### src/rtl/tst_pkg.sv
package tst_pkg;

	// Field widths
	localparam int HANDLE_W = 8;
	localparam int LIMIT_W  = 16;
	localparam int COUNT_W  = 17;
	localparam int EV_W     = 3;
	localparam int SLOT_W   = 4;

	localparam logic [COUNT_W-1:0] COUNT_TOP = 17'h1FFFF;

	// Request codes
	localparam logic [1:0] ACT_TICK   = 2'd0;
	localparam logic [1:0] ACT_ADD    = 2'd1;
	localparam logic [1:0] ACT_REMOVE = 2'd2;

	// Result codes
	localparam logic [EV_W-1:0] EV_NONE     = 3'd0;
	localparam logic [EV_W-1:0] EV_FIRED    = 3'd1;
	localparam logic [EV_W-1:0] EV_ADDED    = 3'd2;
	localparam logic [EV_W-1:0] EV_FULL     = 3'd3;
	localparam logic [EV_W-1:0] EV_REMOVED  = 3'd4;
	localparam logic [EV_W-1:0] EV_NOTFOUND = 3'd5;

	// One stored timer entry
	typedef struct packed {
		logic [HANDLE_W-1:0] handle;
		logic [LIMIT_W-1:0]  limit;
		logic [COUNT_W-1:0]  count;
		logic                one_shot;
	} slot_t;

	// One result beat without its last flag
	typedef struct packed {
		logic [EV_W-1:0]     ev;
		logic [HANDLE_W-1:0] handle;
		logic [SLOT_W-1:0]   slot;
	} res_t;

	// Controller to datapath
	typedef struct packed {
		logic load;
		logic rd_en;
		logic eval;
		logic flush;
	} cmd_t;

	// Datapath to controller
	typedef struct packed {
		logic stall;
		logic out_free;
	} sts_t;

endpackage

### src/rtl/tst_ctrl.sv
module tst_ctrl #(
	parameter int SLOTS = 10,
	localparam int IW = (SLOTS > 1) ? $clog2(SLOTS) : 1
) (
	input  logic          clk,
	input  logic          arst_n,
	input  logic          s_tvalid,
	output logic          s_tready,
	input  tst_pkg::sts_t sts,
	output tst_pkg::cmd_t cmd,
	output logic [IW-1:0] rd_idx,
	output logic [IW-1:0] ev_idx
);

	localparam int CW = $clog2(SLOTS + 1);

	typedef enum logic [1:0] {
		ST_IDLE,
		ST_WALK,
		ST_FLUSH
	} state_t;

	state_t        state_q;
	logic [CW-1:0] idx_q;
	logic [IW-1:0] idx_s1;
	logic          v_s1;
	logic          more;

	// Decode commands from the walk position
	always_comb begin
		more      = (idx_q != CW'(SLOTS));
		s_tready  = (state_q == ST_IDLE);
		cmd.load  = (state_q == ST_IDLE) && s_tvalid;
		cmd.rd_en = (state_q == ST_WALK) && !sts.stall && more;
		cmd.eval  = v_s1;
		cmd.flush = (state_q == ST_FLUSH);
		rd_idx    = idx_q[IW-1:0];
		ev_idx    = idx_s1;
	end

	// Step through the slots: read one, evaluate the one read before
	always_ff @(posedge clk or negedge arst_n) begin
		if (!arst_n) begin
			state_q <= ST_IDLE;
			idx_q   <= '0;
			idx_s1  <= '0;
			v_s1    <= 1'b0;
		end else begin
			unique case (state_q)
				ST_IDLE: begin
					if (s_tvalid) begin
						idx_q   <= '0;
						v_s1    <= 1'b0;
						state_q <= ST_WALK;
					end
				end
				ST_WALK: begin
					if (!sts.stall) begin
						v_s1 <= more;
						if (more) begin
							idx_s1 <= idx_q[IW-1:0];
							idx_q  <= idx_q + 1'b1;
						end else begin
							state_q <= ST_FLUSH;
						end
					end
				end
				ST_FLUSH: begin
					if (sts.out_free) begin
						state_q <= ST_IDLE;
					end
				end
				default: state_q <= ST_IDLE;
			endcase
		end
	end

endmodule

### src/rtl/tst_dp.sv
module tst_dp #(
	parameter int SLOTS = 10,
	localparam int IW = (SLOTS > 1) ? $clog2(SLOTS) : 1
) (
	input  logic          clk,
	input  logic          arst_n,
	input  tst_pkg::cmd_t cmd,
	input  logic [IW-1:0] rd_idx,
	input  logic [IW-1:0] ev_idx,
	output tst_pkg::sts_t sts,
	input  logic [31:0]   s_tdata,
	input  logic [1:0]    s_tuser,
	output logic          m_tvalid,
	input  logic          m_tready,
	output logic [15:0]   m_tdata,
	output logic [2:0]    m_tuser,
	output logic          m_tlast
);

	tst_pkg::slot_t mem_q [SLOTS];
	tst_pkg::slot_t rd_s1;
	tst_pkg::slot_t wr_data;
	logic           wr_en;

	logic [SLOTS-1:0] used_q;
	logic             used_cur;
	logic             set_used;
	logic             clr_used;

	logic [1:0]                   act_q;
	logic [tst_pkg::HANDLE_W-1:0] hnd_q;
	logic [tst_pkg::LIMIT_W-1:0]  lim_q;
	logic                         os_q;
	logic                         found_q;

	logic [tst_pkg::COUNT_W-1:0] cnt_inc;
	logic                        fire;
	logic                        res;
	tst_pkg::res_t               res_new;
	tst_pkg::res_t               pend_q;
	logic                        pend_v_q;
	tst_pkg::res_t               out_q;
	logic                        out_v_q;
	logic                        out_last_q;
	tst_pkg::res_t               dflt;
	logic                        out_free;
	logic                        commit;
	logic                        out_mid;
	logic                        out_end;

	// Evaluate the slot most recently read
	always_comb begin
		used_cur = used_q[ev_idx];
		cnt_inc  = (rd_s1.count == tst_pkg::COUNT_TOP) ? rd_s1.count
			: rd_s1.count + 17'd1;
		fire     = cnt_inc > {1'b0, rd_s1.limit};
		res      = 1'b0;
		wr_en    = 1'b0;
		set_used = 1'b0;
		clr_used = 1'b0;
		wr_data  = rd_s1;
		res_new.ev     = tst_pkg::EV_NONE;
		res_new.handle = rd_s1.handle;
		res_new.slot   = tst_pkg::SLOT_W'(ev_idx);
		unique case (act_q)
			tst_pkg::ACT_TICK: begin
				if (used_cur) begin
					wr_en         = 1'b1;
					wr_data.count = fire ? '0 : cnt_inc;
					res           = fire;
					res_new.ev    = tst_pkg::EV_FIRED;
					clr_used      = fire && rd_s1.one_shot;
				end
			end
			tst_pkg::ACT_ADD: begin
				if (!used_cur && !found_q) begin
					wr_en            = 1'b1;
					wr_data.handle   = hnd_q;
					wr_data.limit    = lim_q;
					wr_data.count    = '0;
					wr_data.one_shot = os_q;
					set_used         = 1'b1;
					res              = 1'b1;
					res_new.ev       = tst_pkg::EV_ADDED;
					res_new.handle   = hnd_q;
				end
			end
			tst_pkg::ACT_REMOVE: begin
				if (used_cur && (rd_s1.handle == hnd_q)) begin
					clr_used   = 1'b1;
					res        = 1'b1;
					res_new.ev = tst_pkg::EV_REMOVED;
				end
			end
			default: begin
			end
		endcase
	end

	// Closing result when nothing was held back
	always_comb begin
		dflt.handle = '0;
		dflt.slot   = '0;
		unique case (act_q)
			tst_pkg::ACT_ADD:    dflt.ev = tst_pkg::EV_FULL;
			tst_pkg::ACT_REMOVE: dflt.ev = tst_pkg::EV_NOTFOUND;
			default:             dflt.ev = tst_pkg::EV_NONE;
		endcase
	end

	// Hold a new result while the held one cannot move to the output
	always_comb begin
		out_free     = !out_v_q || m_tready;
		sts.stall    = cmd.eval && res && pend_v_q && !out_free;
		sts.out_free = out_free;
		commit       = cmd.eval && !sts.stall;
		out_mid      = commit && res && pend_v_q;
		out_end      = cmd.flush && out_free;
	end

	// Slot memory with registered read
	always_ff @(posedge clk) begin
		if (cmd.rd_en) begin
			rd_s1 <= mem_q[rd_idx];
		end
		if (commit && wr_en) begin
			mem_q[ev_idx] <= wr_data;
		end
	end

	// Latch the request
	always_ff @(posedge clk) begin
		if (cmd.load) begin
			act_q <= s_tuser;
			hnd_q <= s_tdata[7:0];
			lim_q <= s_tdata[23:8];
			os_q  <= s_tdata[24];
		end
	end

	// Control flags: used bits, add done, held and output valid
	always_ff @(posedge clk or negedge arst_n) begin
		if (!arst_n) begin
			used_q   <= '0;
			found_q  <= 1'b0;
			pend_v_q <= 1'b0;
			out_v_q  <= 1'b0;
		end else begin
			if (commit && set_used) begin
				used_q[ev_idx] <= 1'b1;
			end else if (commit && clr_used) begin
				used_q[ev_idx] <= 1'b0;
			end
			if (cmd.load) begin
				found_q <= 1'b0;
			end else if (commit && set_used) begin
				found_q <= 1'b1;
			end
			if (commit && res) begin
				pend_v_q <= 1'b1;
			end else if (out_end) begin
				pend_v_q <= 1'b0;
			end
			if (out_mid || out_end) begin
				out_v_q <= 1'b1;
			end else if (m_tready) begin
				out_v_q <= 1'b0;
			end
		end
	end

	// Result payload: held beat and output beat
	always_ff @(posedge clk) begin
		if (commit && res) begin
			pend_q <= res_new;
		end
		if (out_mid) begin
			out_q      <= pend_q;
			out_last_q <= 1'b0;
		end else if (out_end) begin
			out_q      <= pend_v_q ? pend_q : dflt;
			out_last_q <= 1'b1;
		end
	end

	assign m_tvalid = out_v_q;
	assign m_tdata  = {4'b0000, out_q.slot, out_q.handle};
	assign m_tuser  = out_q.ev;
	assign m_tlast  = out_last_q;

endmodule

### src/rtl/timer_slot_table.sv
// Timer slot table.
// Input stream (s_*): one request per beat. s_tuser carries the request code
// (tick, add, remove by handle); s_tdata carries handle, limit and one-shot.
// Output stream (m_*): one or more result beats per request, m_tlast set on
// the final one. m_tuser carries the result code; m_tdata the handle and
// slot index.
// Each request walks every slot once through the slot memory, one slot per
// cycle while the output does not stall, with one read port and one write
// port. s_tready falls when a request is accepted and rises again in the
// same cycle that its final beat sits in the output register, so a new
// request is not taken before the last one is through.
// A result beat is held until the next result or the walk's end so its last
// flag is known; a stalled receiver freezes the walk when a new result comes
// while the held and output beats are occupied; the output beat holds until taken.
// Reset clears every slot to free and empties the output; no clearing pass
// is needed because a free slot's stored fields are never used.
module timer_slot_table #(
	parameter int SLOTS = 10
) (
	input  logic        clk,
	input  logic        arst_n,
	input  logic        s_tvalid,
	output logic        s_tready,
	input  logic [31:0] s_tdata,  // handle[7:0], limit[23:8], one_shot[24], zero
	input  logic [1:0]  s_tuser,  // action[1:0]
	output logic        m_tvalid,
	input  logic        m_tready,
	output logic [15:0] m_tdata,  // fired_handle[7:0], slot[11:8], zero
	output logic [2:0]  m_tuser,  // event_res[2:0]
	output logic        m_tlast
);

	localparam int IW = (SLOTS > 1) ? $clog2(SLOTS) : 1;

	tst_pkg::cmd_t cmd;
	tst_pkg::sts_t sts;
	logic [IW-1:0] rd_idx;
	logic [IW-1:0] ev_idx;

	tst_ctrl #(
		.SLOTS(SLOTS)
	) u_ctrl (
		.clk      (clk),
		.arst_n   (arst_n),
		.s_tvalid (s_tvalid),
		.s_tready (s_tready),
		.sts      (sts),
		.cmd      (cmd),
		.rd_idx   (rd_idx),
		.ev_idx   (ev_idx)
	);

	tst_dp #(
		.SLOTS(SLOTS)
	) u_dp (
		.clk      (clk),
		.arst_n   (arst_n),
		.cmd      (cmd),
		.rd_idx   (rd_idx),
		.ev_idx   (ev_idx),
		.sts      (sts),
		.s_tdata  (s_tdata),
		.s_tuser  (s_tuser),
		.m_tvalid (m_tvalid),
		.m_tready (m_tready),
		.m_tdata  (m_tdata),
		.m_tuser  (m_tuser),
		.m_tlast  (m_tlast)
	);

endmodule

### config.mk
export PLATFORM = sky130hd
export DESIGN_NAME = timer_slot_table
export DESIGN_NICKNAME = d
export VERILOG_FILES = /design/src/rtl/tst_pkg.sv /design/src/rtl/tst_ctrl.sv /design/src/rtl/tst_dp.sv /design/src/rtl/timer_slot_table.sv
export SDC_FILE = /design/constraint.sdc
export NUM_CORES = 1
export LEC_CHECK = 0
export BUFFER_PORTS_ARGS = -buffer_cell sky130_fd_sc_hd__buf_2
export CORE_MARGIN = 5
export CORE_UTILIZATION = 47
export DETAILED_ROUTE_END_ITERATION = 8
export HOLD_SLACK_MARGIN = 0.02
export PLACE_DENSITY = 0.74
export SETUP_SLACK_MARGIN = 0.05
export SYNTH_ARGS = -nofsm -noshare
export SYNTH_HDL_FRONTEND = slang
export SYNTH_SLANG_ARGS = --single-unit
### constraint.sdc
create_clock -name clk -period 7.5 [get_ports clk]
set_clock_uncertainty 0.05 [all_clocks]
set_input_delay 0.375 -clock clk [delete_from_list [all_inputs] [get_ports clk]]
set_output_delay 0.375 -clock clk [all_outputs]
set_load 0.05 [all_outputs]
==> metrics.csv, run 1 <==
stage,metric,value,unit
outcome,status,finished clean,
power,sequentialPowerShare,45.8,%
worst_setup_path,r2r_cells,18,
global_routing,use_met3,3.23,%
worst_setup_path,required,7.70,ns
worst_setup_path,path_class,flop to flop,
drt,firstDrtPassIters,5,
power,vdd_drop_max,246,uV
floorplanning,floorplan.initialDensity,47.7,%
drt,ant_nets,0,
sta,finalCritPeriodShare,79.3,%
layout,stdcell_area,24700,um2
worst_setup_path,critPathArrivalTime,6.15,ns
power,p_sw_share,31.1,%
sta,setup_tns,0,ns
drt,drt_wl_total,42400,um
worst_setup_path,crit_end,u_dp.mem_q[0][8],
floorplanning,io_pins,60,
floorplanning,dieArea,50700,um2
worst_setup_path,crit_path_end_kind,flop,
placement,io_buffers,48,
sta,rsz0062_at_grt,no,
sta,worst_slack,1.55,ns
clock_tree,cts-root-buf,clkbuf_16,
min_path,holdPathStages,3,
drt,drc_errors,0,
clock_tree,numCtsBuffers,52,
global_routing,overflow,0,
worst_setup_path,r2r_setup_slack,1.55,ns
floorplanning,fp.dieH,225,um
power,power_density,399,nW/um2
sta,fmax,168,MHz
synthesis,synth-main-ff-cell,edfxtp_1,
power,power.internal,6.80,mW
clock_tree,clkSinkCount,544,
drt,wire_per_inst,22.0,um
drt,routed_via_density,5.74,
power,p_clk_share,25.9,%
job,cap_violations,0,
power,p_total,9.87,mW
layout,multi_input_comb_area,5270,um2
worst_setup_path,crit_path_start,u_dp.rd_s1[11],
layout,drive_above_1_share,20.3,%
placement,place_congestion,0.851,
sta,hold_viol,0,
clock_tree,clk_pin_slew,0.06,ns
placement,dp.cells,1802,
synthesis,postSynthCellCount,1191,
synthesis,yosysSeqAreaShare,74.5,%
synthesis,syn_avg_cell_area,18.3,um2
layout,nNetsFinal,1345,
layout,seqCellArea,16200,um2
global_routing,grt.busiest_layer,met2,
min_path,hp-class,input pin to flop,
worst_setup_path,reg2reg_from,u_dp.rd_s1[11],
synthesis,syn_area,21700,um2
floorplanning,floorplan.rows,78,
power,share_comb_of_total_power,28.3,%
drt,vias,11000,
global_routing,grt_use_met1,23.4,%
synthesis,async_flop_share,4.41,%
placement,preCtsSetupSlack,1.58,ns
sta,maxSlewHeadroom,20.6,%
clock_tree,cts_post_setup_buffers_inserted,0,
global_routing,grtUsageMet2,28.1,%
placement,place_area,22800,um2
global_routing,grtUsageTotal,17.0,%
layout,area_growth,13.6,%
floorplanning,die_x,225,um
sta,fin_crit,5.95,ns
power,p_leak,8.26,nW
sta,report.final.slew_viol_count,0,
global_routing,grt_start_max_net_pins,101,
worst_setup_path,startpoint_type,flop,
sta,tightest_slew,1.18,ns
global_routing,grt_pass1_wl,66500,um
floorplanning,core_area,45600,um2
synthesis,synth_cell_types,50,
synthesis,synth_edf_count,519,
global_routing,grt_pass1_vias,11300,
sta,setup_viol,0,
worst_setup_path,timing.rr.end,u_dp.mem_q[0][8],
drt,first_iter_violations,1085,
global_routing,antenna_found_initial,0,
worst_setup_path,cp_max_fo,20,
synthesis,ys_ff_latch,544,
synthesis,ys_warn_count,0,
layout,diodes,0,
clock_tree,clockBufferDepth,3,
clock_tree,cts_tree,done,
layout,fill_cells,3427,
power,switchingPower,3.07,mW
placement,dp_hpwl,23200,um
clock_tree,clock_latency,0.57,ns
layout,instances_no_fill,1925,
clock_tree,cts_max_level,2,
cell type report:
type                            count  share of cell area [%]
Clock buffer                       63                    5.52
Clock inverter                     32                    1.21
Inverter                           27                   0.410
Multi-Input combinational cell    559                    21.3
Sequential cell                   544                    65.6
Tap cell                          600                    3.04
Timing Repair Buffer              100                    2.89
state kept, by name (all words and copies together), names as in the netlist, named ones only:
name,cells
u_dp.rd_s1,42
u_ctrl.v_s1,1
u_ctrl.rd_idx,4
u_dp.m_tlast,1
u_dp.lim_q,16
u_dp.m_tuser,3
u_dp.act_q,2
u_dp.os_q,1
u_dp.hnd_q,8
u_dp.found_q,1
u_dp.mem_q,420
u_dp.m_tvalid,1
u_dp.pend_v_q,1
u_ctrl.state_q,2
u_dp.m_tdata,12
u_dp.pend_q,15
u_ctrl.ev_idx,4
repair_timing:
| item | in CTS | in global routing |
|---|---|---|
| hold buffers | 28 | 0 |
| gates resized for setup | 0 | 0 |
| hold endpoints to repair | 51 | 0 |
worst min path at each step:
| stage | startpoint | to | slack, ns |
|---|---|---|---|
| 6_report | s_tvalid | u_ctrl.state_q[0] | 0.10 |
| 5_1_grt | s_tvalid | u_ctrl.state_q[0] | 0.1 |
| 4_1_cts | s_tvalid | u_ctrl.state_q[0] | 0.07 |
| 3_5_place_dp | arst_n | u_dp.m_tvalid | 0.34 |
| 3_3_place_gp | arst_n | u_dp.m_tvalid | 0.33 |
| 2_1_floorplan | arst_n | asynchronous set/reset pin | 0.03 |
metrics by stage:
stage          hold slack [ns]  utilization (%)
2_1_floorplan           0.0294                -
3_3_place_gp             0.334             50.0
3_5_place_dp             0.340             50.0
4_1_cts                 0.0660             54.2
5_1_grt                 0.0970             54.2
6_report                 0.101             54.2
cells in the final DEF, fill, tap and decap left out, types with 3 or more instances in the layout:
cell type      count
clkinv_2          13
clkbuf_16         53
mux2i_1           46
nand3_1           20
a32o_1             7
xnor2_1           12
nor2_4            10
dfrtp_1           20
o31ai_1            5
inv_1             27
ha_1              23
buf_4             23
nor2b_1           51
nand2b_1           4
a21o_1             3
dlygate4sd3_1     28
mux2_4             4
nor3_1             3
mux2_2            15
nor2_1            14
nand4_1            6
and3_1             6
conb_1             4
a211oi_1          42
bufinv_16          6
mux4_2            86
clkbuf_1          10
and2_1            15
xor2_1            11
edfxtp_1         519
nand2_1           48
a21oi_1           51
buf_2             48
o21ai_0           48
clkinv_1          12
power groups by stage:
stage               Combinational (mW)  Sequential (mW)  Clock (mW)
floorplan                         2.09             4.46           0
global placement                  2.70             4.57           0
detailed placement                2.79             4.59           0
CTS                               2.82             4.53        2.60
global route                      3.08             4.58        2.73
finish                            2.79             4.52        2.55
Yosys cell counts, types with 20 or more instances:
library cell	n	area, um2
edfxtp_1	519	15600
mux4_2	86	1940
a21oi_1	51	255
nor2b_1	51	319
nand2_1	48	180
o21ai_0	48	240
clkbuf_1	47	176
mux2i_1	46	460
a211oi_1	42	315
inv_1	27	101
dfrtp_1	24	601
nor2_1	24	90.1
ha_1	23	288
nand3_1	20	100
cell families after synthesis:
kind of cell / share of synthesized area, %
AO/OA/AOI/OAI: 4.92
XOR/XNOR: 0.926
adder cells (fa/ha/maj): 1.32
buffers and inverters: 1.73
flip-flops: 74.5
multiplexers: 12.1
other: 0.0172
AND/OR/NAND/NOR: 4.50
metal layers:
layer  vias up  wire, um
li1       4919         -
met5         -         0
met2       394     21100
met1      5668     17400
met4         0       959
met3        67      2970
critical path, stage by stage (launching register included):
cell and delay (ns):
edfxtp_1 0.48, and3_1 0.22, and3_1 0.22, nand3_1 0.22, nor4b_1 0.73, nand3_1 0.25, xnor2_1 0.18, ha_1 0.31
nand3_1 0.13, nor3_1 0.30, nand3_1 0.16, a221oi_1 0.30, buf_4 0.21, a21oi_1 0.11, o211ai_2 0.31, o211ai_1 0.13
buf_4 0.24, nor2_4 0.66, buf_4 0.39
Note: power is estimated with default switching activity, not from simulation.
==> run 2: changes to the inputs <==
--- a/config.mk
+++ b/config.mk
@@ -5,12 +5,13 @@
 export SDC_FILE = /design/constraint.sdc
 export NUM_CORES = 1
 export LEC_CHECK = 0
+export ABC_AREA = 1
 export BUFFER_PORTS_ARGS = -buffer_cell sky130_fd_sc_hd__buf_2
 export CORE_MARGIN = 5
 export CORE_UTILIZATION = 47
 export DETAILED_ROUTE_END_ITERATION = 8
 export HOLD_SLACK_MARGIN = 0.02
-export PLACE_DENSITY = 0.74
+export PLACE_DENSITY = 0.76
 export SETUP_SLACK_MARGIN = 0.05
 export SYNTH_ARGS = -nofsm -noshare
 export SYNTH_HDL_FRONTEND = slang
==> constraint.sdc (replaced) <==
create_clock -name clk -period 5.18 [get_ports clk]
set_clock_uncertainty 0.05 [all_clocks]
set_input_delay 0.259 -clock clk [delete_from_list [all_inputs] [get_ports clk]]
set_output_delay 0.259 -clock clk [all_outputs]
set_load 0.05 [all_outputs]
==> run 2 against run 1 <==
Net effect:
- clock-buffer cell count shrank 2
- cell area grew 1.8%
- global-route usage rose by 1.7 points
- sequential share of layout area is 1.2 points lower
- largest power group unchanged
- area after synthesis rose by 2.0%
- sequential power grew 48%
- critical path type unchanged
- hold slack improved by 0.087 ns
- flip-flop and latch count stayed put
==> metrics.csv, run 2 <==
stage,metric,value,unit
sta,setup_viol,0,
layout,largest_reg_flops,420,
sta,setup_tns,0,ns
worst_setup_path,startpoint_type,flop,
layout,diodes,0,
synthesis,synth_top_area_share,70.3,%
layout,area_growth,13.4,%
layout,final_util,53.9,%
clock_tree,clockBufferDepth,3,
clock_tree,clk_pin_slew,0.07,ns
layout,nNetsFinal,1917,
global_routing,overflow,0,
sta,tightest_slew,1.29,ns
sta,report.final.slew_viol_count,0,
layout,largestRegisters,"u_dp.mem_q (420), u_dp.rd_s1 (42), u_dp.lim_q (16)",
global_routing,grt_pass1_wl,76900,um
global_routing,grt_start_max_net_pins,100,
outcome,status,finished clean,
job,cap_violations,0,
global_routing,grt_pass1_vias,14200,
worst_setup_path,path_class,flop to flop,
power,vdd_drop_max,385,uV
floorplanning,floorplan.rows,79,
drt,firstDrtPassIters,6,
worst_setup_path,path_common_cell,nand2_2,
sta,fin_crit,4.69,ns
worst_setup_path,r2r_setup_slack,0.49,ns
drt,vias,14300,
worst_setup_path,r2r_cells,23,
floorplanning,core_area,46700,um2
synthesis,synth_cell_types,38,
layout,final_common_cell,edfxtp_1,
layout,mostFrequentLayoutCells,"519 x edfxtp_1, 298 x nor2_1, 286 x o21ai_0, 206 x nand2_1, 128 x o22ai_1",
worst_setup_path,critPathArrivalTime,4.90,ns
placement,dp_hpwl,25900,um
layout,drive_above_1_share,9.87,%
layout,fill_cells,3711,
sta,fmax,213,MHz
synthesis,async_flop_share,4.41,%
global_routing,grtUsageTotal,18.7,%
global_routing,antenna_found_initial,0,
clock_tree,cts_tree,done,
worst_setup_path,cp_max_fo,27,
synthesis,synth_most_common_cell,edfxtp_1,
min_path,hp-class,input pin to asynchronous set/reset pin,
floorplanning,io_pins,60,
clock_tree,clock_latency,0.56,ns
floorplanning,dieArea,51600,um2
sta,finalCritPeriodShare,90.6,%
floorplanning,die_x,227,um
worst_setup_path,timing.rr.end,u_dp.rd_s1[5],
clock_tree,numCtsBuffers,50,
synthesis,ys_warn_count,0,
synthesis,syn_area,22200,um2
drt,routed_via_density,5.71,
placement,place_congestion,0.891,
drt,wire_per_inst,19.6,um
worst_setup_path,crit_buf_inv,5,
layout,regMostFlops,u_dp.mem_q,
drt,drt_wl_total,49000,um
synthesis,yosysSeqAreaShare,73.1,%
synthesis,postSynthCellCount,1801,
synthesis,synth_top_cell_by_area,edfxtp_1,
floorplanning,fp.dieH,227,um
worst_setup_path,max_stage_delay,0.60,ns
power,power_density,584,nW/um2
worst_setup_path,required,5.39,ns
sta,hold_viol,0,
placement,io_buffers,48,
synthesis,syn_avg_cell_area,12.3,um2
drt,ant_nets,0,
clock_tree,clkSinkCount,544,
synthesis,ys_top_cells_by_area,"edfxtp_1 70%, o21ai_0 6.5%, nor2_1 5.2%",
worst_setup_path,cp_slowest_cell,inv_2,
sta,maxSlewHeadroom,13.2,%
worst_setup_path,reg2reg_from,u_dp.rd_s1[1],
synthesis,ys_ff_latch,544,
drt,first_iter_violations,1436,
synthesis,synth_edf_count,519,
worst_setup_path,crit_path_end_kind,flop,
power,p_leak,8.87,nW
synthesis,ys_top_cells_by_count,"519 x edfxtp_1, 308 x nor2_1, 286 x o21ai_0, 206 x nand2_1, 128 x o22ai_1",
clock_tree,cts-root-buf,clkbuf_16,
drt,drc_errors,0,
worst_setup_path,cp_top_family,simple AND/OR/NAND/NOR gates,
floorplanning,floorplan.initialDensity,47.5,%
sta,rsz0062_at_grt,no,
worst_setup_path,cp_cell_sequence,ha_1 -> inv_1 -> nor2_1 -> nand2_1 -> nor2_1 -> nand2_2 -> inv_1 -> nor3_2 -> nand3_1 -> xnor2_1 -> ha_1 -> nand2_1 -> inv_1 -> nand2_1 -> nand3_1 -> o21ai_0 -> nand2_2 -> nand3_2 -> nand2_2 -> nand3_4 -> nand2_2 -> inv_2 -> buf_12,
synthesis,synth-main-ff-cell,edfxtp_1,
clock_tree,cts_max_level,2,
run 2: changes by cell type after synthesis, sizes merged, moves of 14 or more:
cell	before	now
o21ai	49	291
nor2b	51	0
clkbuf	47	74
nand4	6	20
nand2	48	215
a21oi	51	11
mux2i	46	0
and2	15	0
o22ai	0	128
nor2	24	309
a211oi	42	0
inv	27	104
mux4	86	0
mux2	19	0
run 2: metrics by stage:
step                      hold slack, ns  area [um2]  std cells  total power [mW]  setup slack [ns]
after detailed placement           0.227       23200       2381              10.9             0.558
after global routing               0.237       25100       2501              15.5             0.189
after CTS                          0.195       25100       2501              14.7             0.509
after floorplan                  -0.0866       22200       1804              9.54            0.0435
after global placement             0.232       23200       2381              10.7             0.654
final                              0.188       25100       2501              14.7             0.486
run 2: cells by family (layout without fill, tap and decap cells):
logic type / count (synthesis) / count (layout) / share of synthesized area (%)
adder cells (fa/ha/maj): 23 / 23 / 1.30
other: 1 / 4 / 0.0169
AND/OR/NAND/NOR: 576 / 576 / 10.6
flip-flops: 544 / 544 / 73.1
XOR/XNOR: 16 / 16 / 0.632
AO/OA/AOI/OAI: 435 / 435 / 10.7
buffers and inverters: 206 / 296 / 3.76
run 2: cell type report:
type                            count  area (um2)  share of cell area, %
Clock inverter                     29         368                   1.46
Tap cell                          607         759                   3.02
Inverter                          105         408                   1.62
Sequential cell                   544       16200                   64.5
Timing Repair Buffer              101         851                   3.38
Multi-Input combinational cell   1054        5230                   20.8
Clock buffer                       61        1320                   5.26
run 2: how the worst max path moves through the flow:
stage | start | slack [ns] | to | cells after the start
final | u_dp.rd_s1[1] | 0.49 | u_dp.rd_s1[5] | 23
after global routing | u_dp.rd_s1[1] | 0.19 | u_dp.rd_s1[5] | 26
after global placement | u_dp.rd_s1[1] | 0.65 | u_dp.rd_s1[28] | 26
after CTS | u_dp.rd_s1[1] | 0.51 | u_dp.rd_s1[5] | 26
after detailed placement | u_dp.rd_s1[1] | 0.56 | u_dp.rd_s1[28] | 26
after floorplan | u_dp.rd_s1[1] | 0.04 | u_dp.mem_q[0][0] | 25
run 2: repair_timing:
item | in CTS | in global routing
hold buffers | 30 | 0
gates resized for setup | 0 | 0
endpoints found under the hold margin | 55 | 0
setup buffers | 0 | 0
run 2: per-layer routing:
metal	track usage (%)	part of all wire (%)	up-vias
li1	-	-	6560
met1	25.5	42	7025
met2	31.4	49	577
met3	2.98	6.9	110
met4	5.63	2.4	0
met5	0	0	-
run 2: power by group:
| part | total [mW] | switching (mW) | internal [mW] |
|---|---|---|---|
| Sequential | 6.67 | 0.413 | 6.25 |
| Clock | 3.81 | 1.54 | 2.26 |
| Combinational | 4.23 | 3.14 | 1.09 |
